<file path="config.mk">
export PLATFORM = sky130hd
export DESIGN_NAME = utf8_display_width_counter
export DESIGN_NICKNAME = d
export VERILOG_FILES = /design/src/rtl/core/utf8w_pkg.sv /design/src/rtl/core/utf8w_in_stage.sv /design/src/rtl/core/utf8w_step.sv /design/src/rtl/core/utf8w_out_stage.sv /design/src/rtl/core/utf8_display_width_counter.sv
export VERILOG_INCLUDE_DIRS = /design/src /design/src/rtl/core
export SDC_FILE = /design/constraint.sdc
export NUM_CORES = 1
export LEC_CHECK = 0
export BUFFER_PORTS_ARGS = -buffer_cell sky130_fd_sc_hd__buf_4
export CORE_MARGIN = 4
export CORE_UTILIZATION = 55
export CTS_CLUSTER_SIZE = 28
export DETAILED_ROUTE_END_ITERATION = 10
export GPL_TIMING_DRIVEN = 0
export PLACE_DENSITY = 0.75
export SLEW_MARGIN = 40
export SYNTH_ARGS = -nofsm -noshare
export SYNTH_HDL_FRONTEND = slang
export SYNTH_HIERARCHICAL = 1
export SYNTH_SLANG_ARGS = --single-unit
export TNS_END_PERCENT = 5
</file>
<file path="constraint.sdc">
create_clock -name i_clk -period 6.1 [get_ports i_clk]
set_clock_uncertainty 0.05 [all_clocks]
set_input_delay 1.22 -clock i_clk [delete_from_list [all_inputs] [get_ports i_clk]]
set_output_delay 1.22 -clock i_clk [all_outputs]
set_load 0.1 [all_outputs]
</file>
<file path="src/rtl/core/utf8_display_width_counter_assert.svh">
// Assertion macros shared by the display width counter RTL.
`ifndef UTF8_DISPLAY_WIDTH_COUNTER_ASSERT_SVH
`define UTF8_DISPLAY_WIDTH_COUNTER_ASSERT_SVH

// Same-cycle implication, disabled while reset is held.
`define UDW_ASSERT_IMP(label, clk, rst_n, ante, cons) \
    label: assert property (@(posedge clk) disable iff (!(rst_n)) (ante) |-> (cons)) \
        else $error("utf8 width counter: implication check failed");

// Next-cycle implication, disabled while reset is held.
`define UDW_ASSERT_NEXT(label, clk, rst_n, ante, cons) \
    label: assert property (@(posedge clk) disable iff (!(rst_n)) (ante) |=> (cons)) \
        else $error("utf8 width counter: next-cycle check failed");

`endif

</file>
<file path="src/rtl/core/utf8w_pkg.sv">
// Shared types, constants and the codepoint width classifier.
`default_nettype none

package utf8w_pkg;

    localparam int WIDTH_W = 14;
    localparam int PEND_W  = 13;
    localparam int CP_W    = 21;
    localparam int CONT_W  = 2;
    localparam int PHASE_W = 2;

    localparam logic [WIDTH_W-1:0] WIDTH_CAP = 14'd8192;
    localparam logic [PEND_W-1:0]  PEND_CAP  = 13'd8191;

    localparam logic [PHASE_W-1:0] PH_IDLE  = 2'd0;
    localparam logic [PHASE_W-1:0] PH_ESC   = 2'd1;
    localparam logic [PHASE_W-1:0] PH_PARAM = 2'd2;
    localparam logic [PHASE_W-1:0] PH_INTER = 2'd3;

    localparam logic [7:0] BYTE_ESC      = 8'h1B;
    localparam logic [7:0] BYTE_CSI_OPEN = 8'h5B;

    typedef struct packed {
        logic [7:0] text_byte;
        logic       final_byte;
    } t_in_word;

    typedef struct packed {
        logic [WIDTH_W-1:0] column_width;
        logic               truncated_char;
    } t_result;

    typedef struct packed {
        logic [PHASE_W-1:0] phase;
        logic [PEND_W-1:0]  pending;
        logic               cont_busy;
        logic [WIDTH_W-1:0] width;
    } t_step_status;

    function automatic logic [1:0] cp_columns(input logic [CP_W-1:0] cp);
        logic [1:0] cols;
        cols = 2'd1;
        if (cp inside {[21'h00000:21'h0001F], [21'h0007F:21'h0009F]}) begin
            cols = 2'd0;
        end else if (cp inside {[21'h00300:21'h0036F], [21'h01AB0:21'h01AFF],
                                [21'h01DC0:21'h01DFF], [21'h020D0:21'h020FF],
                                [21'h0FE20:21'h0FE2F]}) begin
            cols = 2'd0;
        end else if (cp inside {[21'h01100:21'h0115F], [21'h0AC00:21'h0D7A3],
                                [21'h0F900:21'h0FAFF], [21'h0FE10:21'h0FE19],
                                [21'h0FE30:21'h0FE6F], [21'h0FF00:21'h0FF60],
                                [21'h0FFE0:21'h0FFE6], [21'h20000:21'h2FFFF]}) begin
            cols = 2'd2;
        end else if (cp inside {[21'h02E80:21'h0A4CF]} && cp != 21'h0303F) begin
            cols = 2'd2;
        end
        return cols;
    endfunction

endpackage

`default_nettype wire

</file>
<file path="src/rtl/core/utf8w_in_stage.sv">
// Input register for incoming byte words.
`default_nettype none

module utf8w_in_stage
    import utf8w_pkg::*;
(
    input  wire logic     i_clk,
    input  wire logic     i_rst_n,
    input  wire logic     i_tvalid,
    output logic          o_tready,
    input  wire t_in_word i_word,
    input  wire logic     i_advance,
    output logic          o_valid,
    output t_in_word      o_word
);

    logic     r_valid;
    t_in_word r_word;

    assign o_tready = !r_valid || i_advance;
    assign o_valid  = r_valid;
    assign o_word   = r_word;

    always_ff @(posedge i_clk) begin
        if (!i_rst_n) begin
            r_valid <= 1'b0;
        end else if (o_tready) begin
            r_valid <= i_tvalid;
        end
    end

    always_ff @(posedge i_clk) begin
        if (o_tready && i_tvalid) begin
            r_word <= i_word;
        end
    end

endmodule

`default_nettype wire

</file>
<file path="src/rtl/core/utf8w_step.sv">
// UTF-8 decode, CSI skip and column accumulation state.
`default_nettype none

module utf8w_step
    import utf8w_pkg::*;
(
    input  wire logic     i_clk,
    input  wire logic     i_rst_n,
    input  wire logic     i_advance,
    input  wire t_in_word i_word,
    output t_result       o_result,
    output t_step_status  o_status
);

    logic [CONT_W-1:0]  r_cont_left;
    logic [CP_W-1:0]    r_cp;
    logic [PHASE_W-1:0] r_phase;
    logic [PEND_W-1:0]  r_pending;
    logic [WIDTH_W-1:0] r_width;

    logic [CONT_W-1:0]  n_cont_left;
    logic [CP_W-1:0]    n_cp;
    logic [PHASE_W-1:0] n_phase;
    logic [PEND_W-1:0]  n_pending;
    logic [WIDTH_W-1:0] n_width;

    logic [7:0]         b;
    logic               is_param;
    logic               is_inter;
    logic               is_final;
    logic               csi_brk;
    logic               normal;
    logic               col_en;
    logic [CP_W-1:0]    col_cp;
    logic [1:0]         cols;
    logic [CONT_W-1:0]  s_cont_left;
    logic [CP_W-1:0]    s_cp;
    logic [PHASE_W-1:0] s_phase;
    logic [PEND_W-1:0]  s_pending;
    logic [PEND_W-1:0]  extra;
    logic [WIDTH_W:0]   sum;
    logic [WIDTH_W-1:0] sat;
    logic [PEND_W-1:0]  pend_inc;

    assign b        = i_word.text_byte;
    assign is_param = b inside {[8'h30:8'h3F]};
    assign is_inter = b inside {[8'h20:8'h2F]};
    assign is_final = b inside {[8'h40:8'h7E]};
    assign pend_inc = (r_pending < PEND_CAP) ? r_pending + 13'd1 : r_pending;

    always_comb begin
        s_cont_left = r_cont_left;
        s_cp        = r_cp;
        s_phase     = r_phase;
        s_pending   = r_pending;
        csi_brk     = 1'b0;
        normal      = 1'b0;
        col_en      = 1'b0;
        col_cp      = {13'd0, b};

        case (r_phase)
            PH_ESC: begin
                if (b == BYTE_CSI_OPEN) begin
                    s_phase   = PH_PARAM;
                    s_pending = 13'd1;
                end else begin
                    csi_brk = 1'b1;
                end
            end
            PH_PARAM: begin
                if (is_param) begin
                    s_pending = pend_inc;
                end else if (is_inter) begin
                    s_phase   = PH_INTER;
                    s_pending = pend_inc;
                end else if (is_final) begin
                    s_phase   = PH_IDLE;
                    s_pending = '0;
                end else begin
                    csi_brk = 1'b1;
                end
            end
            PH_INTER: begin
                if (is_inter) begin
                    s_pending = pend_inc;
                end else if (is_final) begin
                    s_phase   = PH_IDLE;
                    s_pending = '0;
                end else begin
                    csi_brk = 1'b1;
                end
            end
            default: begin
                normal = 1'b1;
            end
        endcase

        if (csi_brk) begin
            s_phase   = PH_IDLE;
            s_pending = '0;
            normal    = 1'b1;
        end

        if (normal) begin
            if (r_cont_left != '0) begin
                s_cp        = {r_cp[CP_W-7:0], b[5:0]};
                s_cont_left = r_cont_left - 2'd1;
                if (r_cont_left == 2'd1) begin
                    col_en = 1'b1;
                    col_cp = {r_cp[CP_W-7:0], b[5:0]};
                end
            end else if (b == BYTE_ESC) begin
                s_phase   = PH_ESC;
                s_pending = '0;
            end else if (b[7] == 1'b0) begin
                col_en = 1'b1;
            end else if (b[7:5] == 3'b110) begin
                s_cp        = {16'd0, b[4:0]};
                s_cont_left = 2'd1;
            end else if (b[7:4] == 4'b1110) begin
                s_cp        = {17'd0, b[3:0]};
                s_cont_left = 2'd2;
            end else if (b[7:3] == 5'b11110) begin
                s_cp        = {18'd0, b[2:0]};
                s_cont_left = 2'd3;
            end else begin
                col_en = 1'b1;
            end
        end
    end

    always_comb begin
        cols = col_en ? cp_columns(col_cp) : 2'd0;
        if (csi_brk) begin
            extra = r_pending;
        end else if (i_word.final_byte && (s_phase == PH_PARAM || s_phase == PH_INTER)) begin
            extra = s_pending;
        end else begin
            extra = '0;
        end
        sum = {1'b0, r_width} + {2'b00, extra} + {13'd0, cols};
        sat = (sum > {1'b0, WIDTH_CAP}) ? WIDTH_CAP : sum[WIDTH_W-1:0];
    end

    always_comb begin
        if (i_word.final_byte) begin
            n_cont_left = '0;
            n_cp        = '0;
            n_phase     = PH_IDLE;
            n_pending   = '0;
            n_width     = '0;
        end else begin
            n_cont_left = s_cont_left;
            n_cp        = s_cp;
            n_phase     = s_phase;
            n_pending   = s_pending;
            n_width     = sat;
        end
    end

    assign o_result.column_width   = sat;
    assign o_result.truncated_char = (s_cont_left != '0);

    assign o_status.phase     = r_phase;
    assign o_status.pending   = r_pending;
    assign o_status.cont_busy = (r_cont_left != '0);
    assign o_status.width     = r_width;

    always_ff @(posedge i_clk) begin
        if (!i_rst_n) begin
            r_cont_left <= '0;
            r_cp        <= '0;
            r_phase     <= PH_IDLE;
            r_pending   <= '0;
            r_width     <= '0;
        end else if (i_advance) begin
            r_cont_left <= n_cont_left;
            r_cp        <= n_cp;
            r_phase     <= n_phase;
            r_pending   <= n_pending;
            r_width     <= n_width;
        end
    end

endmodule

`default_nettype wire

</file>
<file path="src/rtl/core/utf8w_out_stage.sv">
// Result register toward the output stream.
`default_nettype none

module utf8w_out_stage
    import utf8w_pkg::*;
(
    input  wire logic    i_clk,
    input  wire logic    i_rst_n,
    input  wire logic    i_load,
    input  wire t_result i_result,
    input  wire logic    i_tready,
    output logic         o_tvalid,
    output t_result      o_result
);

    logic    r_valid;
    t_result r_result;

    assign o_tvalid = r_valid;
    assign o_result = r_result;

    always_ff @(posedge i_clk) begin
        if (!i_rst_n) begin
            r_valid <= 1'b0;
        end else if (i_load) begin
            r_valid <= 1'b1;
        end else if (i_tready) begin
            r_valid <= 1'b0;
        end
    end

    always_ff @(posedge i_clk) begin
        if (i_load) begin
            r_result <= i_result;
        end
    end

endmodule

`default_nettype wire

</file>
<file path="src/rtl/core/utf8_display_width_counter.sv">
// Top level: terminal column width of a UTF-8 byte stream.
//
//  Channel  Dir  Payload                                 Per word
//  s_axis   in   tdata[7:0] text_byte, tlast final_byte  one string byte
//  m_axis   out  tdata[13:0] column_width, tuser[0]      one per string
//                truncated_char
//
//  One byte per cycle sustained while no final byte waits on a stalled m_axis;
//  each byte is held in the input register and the string result appears on
//  m_axis the cycle after the last byte is processed.
//  Reset (i_rst_n low, synchronous) clears all counting state and both valids.
//  A stalled m_axis holds only a final byte and those behind it.
`default_nettype none

module utf8_display_width_counter
    import utf8w_pkg::*;
(
    input  wire logic        i_clk,
    input  wire logic        i_rst_n,
    input  wire logic        s_axis_tvalid,
    output logic             s_axis_tready,
    input  wire logic [7:0]  s_axis_tdata,  // [7:0] text_byte
    input  wire logic        s_axis_tlast,
    output logic             m_axis_tvalid,
    input  wire logic        m_axis_tready,
    output logic [15:0]      m_axis_tdata,  // [13:0] column_width, [15:14] zero
    output logic [0:0]       m_axis_tuser   // [0] truncated_char
);

    t_in_word     in_word;
    t_in_word     stage_word;
    logic         stage_valid;
    logic         advance;
    logic         load;
    t_result      step_result;
    t_result      out_result;
    t_step_status status;

    assign in_word.text_byte  = s_axis_tdata;
    assign in_word.final_byte = s_axis_tlast;

    assign advance = stage_valid
                  && (!stage_word.final_byte || !m_axis_tvalid || m_axis_tready);
    assign load    = advance && stage_word.final_byte;

    utf8w_in_stage u_in_stage (
        .i_clk     (i_clk),
        .i_rst_n   (i_rst_n),
        .i_tvalid  (s_axis_tvalid),
        .o_tready  (s_axis_tready),
        .i_word    (in_word),
        .i_advance (advance),
        .o_valid   (stage_valid),
        .o_word    (stage_word)
    );

    utf8w_step u_step (
        .i_clk     (i_clk),
        .i_rst_n   (i_rst_n),
        .i_advance (advance),
        .i_word    (stage_word),
        .o_result  (step_result),
        .o_status  (status)
    );

    utf8w_out_stage u_out_stage (
        .i_clk    (i_clk),
        .i_rst_n  (i_rst_n),
        .i_load   (load),
        .i_result (step_result),
        .i_tready (m_axis_tready),
        .o_tvalid (m_axis_tvalid),
        .o_result (out_result)
    );

    assign m_axis_tdata = {2'b00, out_result.column_width};
    assign m_axis_tuser = out_result.truncated_char;

`include "utf8_display_width_counter_assert.svh"

    `UDW_ASSERT_NEXT(a_final_clears_state, i_clk, i_rst_n, load,
        status.width == '0 && status.phase == PH_IDLE && !status.cont_busy
        && status.pending == '0)
    `UDW_ASSERT_IMP(a_width_capped, i_clk, i_rst_n, 1'b1, status.width <= WIDTH_CAP)
    `UDW_ASSERT_IMP(a_no_pending_outside_csi, i_clk, i_rst_n,
        status.phase == PH_IDLE || status.phase == PH_ESC, status.pending == '0)
    `UDW_ASSERT_IMP(a_char_only_when_idle, i_clk, i_rst_n, status.cont_busy,
        status.phase == PH_IDLE)
    `UDW_ASSERT_IMP(a_stall_only_when_full, i_clk, i_rst_n, !s_axis_tready, stage_valid)

endmodule

`default_nettype wire

</file>
Word level (Yosys, flattened, before mapping)
Index checks and enable logic that the tools add are counted. Widths: inputs -> output; s select.

$add $sub $neg: 4. Order comparisons: 40. Eq/ne operators: 13. Multiplexer cells: 67. Reductions and logical operators: 42.

Operator list (count): $le 21x16->1 const B (8); $mux 13 (12); $ge 21x16->1 const B (7); $mux 15 (8); $ge 21x13->1 const B (3); $le 21x13->1 const B (3); $mux 21 (3); $mux 2 (23); $ge 21x14->1 const B (2); $pmux 13 s3 (1); $mux 14 (2); $logic_and 1x1->1 (24); $ge 21x1->1 const B (1); $ge 21x10->1 const B (1); $ge 21x18->1 const B (1); $ge 21x7->1 const B (1); $le 21x10->1 const B (1); $le 21x14->1 const B (1); $le 21x18->1 const B (1); $le 21x5->1 const B (1); $le 21x8->1 const B (1); $ne 21x14->1 const B (1); $ge 8x6->1 const B (2); $le 8x6->1 const B (2); other kinds (27) (56).

Register bits after elaboration: 72. Bits of input ports: 13. Output and inout port bits: 19. Logic and storage cells: 177.

Logic depth before layout (Yosys ltp)
Gate-level depths: netlist (run 1).

Depth after elaboration: 20. Gate-level depth with buffers: 22. Mapped depth without buffers: 20.

Cells and area by module
The synthesis (run 1) kept the hierarchy.

By module, submodules not included: utf8w_step (instances 1, cells an instance 642, area each 4464.3 sq um, sequential area each 920.9 sq um); utf8w_out_stage (instances 1, cells an instance 18, area each 491.7 sq um, sequential area each 470.5 sq um); utf8w_in_stage (instances 1, cells an instance 14, area each 327.8 sq um, sequential area each 290.3 sq um); utf8_display_width_counter (instances 1, cells an instance 7, area each 51.3 sq um, sequential area each 0.0 sq um).

Worst setup path before layout (run 1)
No wires, ideal clock.

Kind: flip-flop to flip-flop. Start: register u_in_stage.r_word (netlist bit u_in_stage/o_word[6]). End: register u_out_stage.r_result (netlist bit u_out_stage/o_result[6]), data pin. Library setup time: 0.284 ns. Data arrival time: 4.665 ns. Required time: 5.766 ns. Setup slack: 1.101 ns. Stages on the path, launching flop included: 20. Path buffers: 0. Clock period less this slack: 4.999 ns. Cells stage by stage: edfxtp_1 -> nor2b_1 -> o221a_4 -> o221a_2 -> nor2_1 -> mux2i_1 -> o221ai_1 -> a2111o_1 -> nor4_2 -> fa_1 -> ha_1 -> inv_1 -> fa_1 -> nor2b_1 -> o21a_1 -> o31ai_1 -> a2111o_1 -> o211a_1 -> a41oi_1 -> nor3b_1.

RTL lines: start: declaration (line utf8w_in_stage.sv:18) `t_in_word r_word;`; start signal: assignment (line utf8w_in_stage.sv:34) `r_word <= i_word;`; end signal: assignment (line utf8w_out_stage.sv:34) `r_result <= i_result;`; end: declaration (line utf8w_out_stage.sv:17) `t_result r_result;`.

==> results.yml, run 1 <==
status:
  status: "finished, final reports clean"
hold_path:
  hold_path_startpoint: "u_step/r_width[7]"
  min_to: "u_step/r_width[7]"
  holdPathStages: 2
  hold_class: "register to register"
sta:
  post-route-worst-setup-slack_ns: 0.3306
  fmax_ghz: 0.1733
  finalHoldViolCount: 0
  finalMaxSlewViolations: 0
  tightest_slew_ns: 0.6540
  setup_viol: 0
  period_needed_ns: 5.769
  timing.hold.ws_ns: 0.4274
  slew_headroom_pct: 55.27
  rsz0062_at_grt: "false"
  layout_worst_path_cycle_share_pct: 94.58
power_and_ir_drop:
  peakVddDrop_mv: 0.09767
  pwr-share-seq_pct: 47.0
  switching_share_pct: 28.71
  power_density_nw_per_um2: 180.6
  p_clk_share_pct: 40.8
  power.total_mw: 1.089
  p_int_uw: 776.2
  p_comb_share_pct: 12.2
  power_switching_uw: 312.7
  p_leak_nw: 2.201
global_routing:
  grt_pass1_wl_um: 26300
  gr-usage-all-layers_pct: 28.80
  grt_pass1_vias: 5284
  grt_max_degree: 17
  grt_overflow: 0
  antenna_found_initial: 0
cts:
  cts-root-buf: "clkbuf_8"
  cts_buffers: 9
  cts_tree: "done"
  h-tree-depth: 3
  clk_pin_slew_worst_paths_ns: 0.09
  cts_hold_buffers: 0
  clock_latency_ns: 0.35
  cts.path.max_buffers: 2
  cts.sinks: 72
cells_and_area:
  layout.nets: 764
  antenna_cells: 0
  drive_gt1_share_pct: 11.68
  fin_util_pct: 64.65
  area_delta_synth_final_pct: 13.12
detailed_routing:
  wl_per_cell_um: 18.79
  vias: 5547
  drc: 0
  first_iter_violations: 518
  wl_um: 16110
  ant_nets: 0
  viasPerCell: 6.473
  first_pass_iters: 6
setup_path:
  crit_path_frequent_cell: "nand2_1"
  crit_fanout: 10
  r2r_cells: 18
  critPathBufInv: 2
  start_kind: "register"
  path_delay_family: "compound AO/OA/AOI/OAI gates"
  crit_chain: "clkbuf_1 > nand2_1 > nor2_1 > nand2_1 > a311oi_2 > nand2_1 > clkbuf_1 > o21ai_1 > fa_1 > ha_1 > a211oi_1 > o21ai_0 > a21oi_1 > nor2_1 > o22ai_1 > xor2_1 > a41oi_4 > nor3b_1"
  worstPathArrival_ns: 5.91
  reg2reg_from: "u_in_stage/o_word[5]"
  r2r_slack_ns: 0.33
  slowest_stage: "edfxtp_1"
  path_class: "register to register"
  slowest_delay_ns: 0.49
  r2r_end: "u_out_stage/o_result[6]"
  required_ns: 6.24
  path_depth: 18
  cp-end-kind: "register"
floorplanning:
  start_util_pct: 57.16
  core.rowCount: 35
  fp.dieH_um: 106.5
  core_area_sq_um: 9328
  io_pins: 32
  die-area_sq_um: 11330
  chipWidth_um: 106.5
logic_synthesis:
  synth_warnings: 6
  synth_cells: 680
  syn-cell-area_sq_um: 5331
  avgSynthCellArea_sq_um: 7.840
place:
  dpl.hpwl_um: 11890
  post-place-ws_ns: -0.1442
  gp_congestion: 0.9386
  port_buffers: 29
flow_run:
  cap_violations: 0
==> area by class of cell <==
class | count | area [sq um]
Tap cell | 129 | 161.4
Inverter | 16 | 60.06
Timing Repair Buffer | 31 | 232.7
Buffer | 47 | 196.4
Multi-Input combinational cell | 546 | 3472
Clock buffer | 9 | 123.9
Fill cell | 819 | 3297
Clock inverter | 7 | 102.6
Sequential cell | 72 | 1682
==> metal layers <==
| metal | wire length, um | part of all wire (%) | global-route usage [%] |
|---|---|---|---|
| met1 | 6501 | 40 | 36.16 |
| met2 | 7748 | 48 | 48.19 |
| met3 | 1109 | 6.9 | 4.614 |
| met4 | 745 | 4.6 | 13.88 |
| met5 | 0 | 0 | 0 |
==> placed cells by master, fill, tap and decap left out, types with 4 or more instances in the layout <==
cell type  instances
o221ai_1           5
xor2_1             5
nand3_1           32
nor2_1            80
nor4_1             7
clkbuf_8           9
o21a_1             7
nor4b_1            4
or2_2              5
nand2b_1           4
xnor2_1            4
a22oi_1            9
nand2_1           78
and2_1             9
nor2b_1            5
nor3b_1            8
clkbuf_1          40
a21oi_1           55
nor3_1            19
and4_1             4
o31ai_1           10
o21ai_0           40
buf_2              4
a211oi_1           4
dfxtp_1           48
edfxtp_1          24
a21o_1             6
ha_1              25
nand4_1           17
and3_1             6
buf_4             33
o22ai_1            6
a31oi_1            6
or3_1              6
inv_1             15
==> worst max path at each step <==
stage,startpoint,to,slack (ns)
floorplan,u_in_stage/o_word[6],u_out_stage/o_result[6],1.10
global placement,u_in_stage/o_word[5],u_out_stage/o_result[10],-0.05
detailed placement,u_in_stage/o_word[5],u_out_stage/o_result[6],-0.14
CTS,u_in_stage/o_word[5],u_out_stage/o_result[6],0.08
global route,u_in_stage/o_word[2],u_out_stage/o_result[6],0.03
finish,u_in_stage/o_word[5],u_out_stage/o_result[6],0.33
==> per-stage QoR <==
| stage | cells | cell area, sq um | setup TNS [ns] |
|---|---|---|---|
| floorplan | 681 | 5335 | 0 |
| global placement | 839 | 5714 | -0.1425 |
| global route | 857 | 6031 | 0 |
| CTS | 855 | 5946 | 0 |
| finish | 857 | 6031 | 0 |
| detailed placement | 839 | 5717 | -0.9809 |
==> sequential cells by signal, summed over array words and instances, names as in the netlist <==
name,count
u_out_stage/o_result,15
u_step/r_cp,15
u_step/r_width,14
u_step/r_pending,13
u_in_stage/o_word,9
u_step/r_cont_left,2
u_step/r_phase,2
u_in_stage/o_valid,1
u_out_stage/o_tvalid,1
==> tightest hold or removal path: stages, from the launching register on <==
cell and delay [ns]:
dfxtp_1 0.33, nand2_1 0.06, a21oi_1 0.05
==> power by group through the flow <==
stage	combinational (mW)	clock (mW)	sequential (mW)
4_1_cts	0.129	0.448	0.511
3_5_place_dp	0.129	0	0.522
6_report	0.133	0.444	0.511
3_3_place_gp	0.127	0	0.522
5_1_grt	0.142	0.469	0.513
2_1_floorplan	0.0740	0	0.539
==> timing repair <==
action                                  in CTS  in global routing
buffers inserted                             0                  2
endpoints found under the setup margin      11                 19
pin swaps                                    0                  1
resized for setup                            2                  9
No activity file was read; power rests on OpenSTA's default activity.
==> inputs of run 2 (changes only) <==
Clock period 6.1 ns to 7.2 ns, I/O delays scaled along.
==> results.yml, run 2 (synthesized netlist as in run 1, its figures left out) <==
sta:
  layout_worst_path_cycle_share_pct: 86.91
  tightest_slew_ns: 0.7749
  rsz0062_at_grt: "false"
  finalHoldViolCount: 0
  post-route-worst-setup-slack_ns: 0.9422
  slew_headroom_pct: 48.10
  setup-tns-final_ns: 0
  timing.hold.ws_ns: 0.4197
  period_needed_ns: 6.258
  setup_viol: 0
  fmax_ghz: 0.1598
  finalMaxSlewViolations: 0
global_routing:
  grt_max_degree: 17
  gr-usage-all-layers_pct: 28.80
  grt_overflow: 0
  grt_pass1_wl_um: 26300
  grt_pass1_vias: 5284
  antenna_found_initial: 0
cells_and_area:
  final_cell_mix: "81 x nor2_1, 78 x nand2_1, 55 x a21oi_1, 48 x dfxtp_1, 41 x o21ai_0"
  design_area_sq_um: 5956
  antenna_cells: 0
  fin_util_pct: 63.85
  stdcell_count: 855
  drive_gt1_share_pct: 10.19
  area_delta_synth_final_pct: 11.71
  final_common_cell: "nor2_1"
  layout.nets: 762
setup_path:
  path_class: "register to register"
  cp-end-kind: "register"
  slowest_delay_ns: 0.54
  worstPathArrival_ns: 6.39
  required_ns: 7.33
  crit_chain: "nor2b_1 > o221a_4 > o221ai_4 > a311oi_1 > nand2_1 > clkbuf_1 > o21ai_0 > fa_1 > ha_1 > inv_1 > fa_1 > nor2b_1 > o21a_1 > o31a_1 > o22ai_1 > xor2_1 > nor3b_1 > a41oi_2 > nor3b_1"
  critPathBufInv: 2
  start_kind: "register"
  slowest_stage: "nor2b_1"
  path_delay_family: "compound AO/OA/AOI/OAI gates"
  crit_fanout: 10
place:
  port_buffers: 29
  place_area_sq_um: 5717
  gp_congestion: 0.9386
  post-place-ws_ns: 0.9558
  dp_cells: 839
  dpl.hpwl_um: 11890
cts:
  clock_latency_ns: 0.35
  h-tree-depth: 3
  cts.sinks: 72
  cts.path.max_buffers: 2
  cts-root-buf: "clkbuf_8"
  ctsResizeCount: 0
  cts_hold_buffers: 0
  postCtsSetupBuffers: 0
  cts_tree: "done"
  clk_pin_slew_worst_paths_ns: 0.09
  cts_buffers: 9
detailed_routing:
  drc: 0
  wl_um: 16050
  first_iter_violations: 475
  wl_per_cell_um: 18.77
  first_pass_iters: 6
  ant_nets: 0
  viasPerCell: 6.396
  vias: 5469
flow_run:
  cap_violations: 0
power_and_ir_drop:
  power.total_uw: 921.1
  power_density_nw_per_um2: 154.7
  peakVddDrop_mv: 0.08180
  p_leak_nw: 2.183
floorplanning:
  chipWidth_um: 106.5
  io_pins: 32
  core.rowCount: 35
  core_area_sq_um: 9328
  start_util_pct: 57.16
  die-area_sq_um: 11330
  fp.dieH_um: 106.5
status:
  status: "finished, final reports clean"
hold_path:
  hold_class: "register to register"
[run 2: layer usage]
layer | track usage, % | routed length, um
met1 | 36.16 | 6650
met5 | 0 | 0
met4 | 13.88 | 700
met3 | 4.614 | 1007
met2 | 48.19 | 7687
[run 2: final timing paths]
check                  startpoint                       to  slack (ns)  depth (start not counted)
min               u_step/r_cp[14]          u_step/r_cp[14]        0.42                          2
min reg2reg       u_step/r_cp[14]          u_step/r_cp[14]        0.42                          2
max reg2reg  u_in_stage/o_word[5]  u_out_stage/o_result[6]        0.94                         19
max          u_in_stage/o_word[5]  u_out_stage/o_result[6]        0.94                         19
[run 2: power by group]
group / total, mW / switching [mW] / leakage, nW / internal, mW
Combinational: 0.112 / 0.0809 / 1.44 / 0.0307
Clock: 0.376 / 0.176 / 0.112 / 0.200
Sequential: 0.433 / 0.00666 / 0.628 / 0.427
Total: 0.921 / 0.264 / 2.18 / 0.657
[run 2: worst min-delay path, stage by stage (launching register included)]
cell	delay, ns
dfxtp_1	0.32
nand2_1	0.05
a21oi_1	0.05
[run 2: cell type report]
class                      count  area, sq um
multi-input combinational    546         3412
fill                         830         3372
sequential                    72         1682
timing repair buffer          29        217.7
buffer                        47        196.4
tap                          129        161.4
clock buffer                   9        123.9
clock inverter                 7        102.6
inverter                      16        60.06
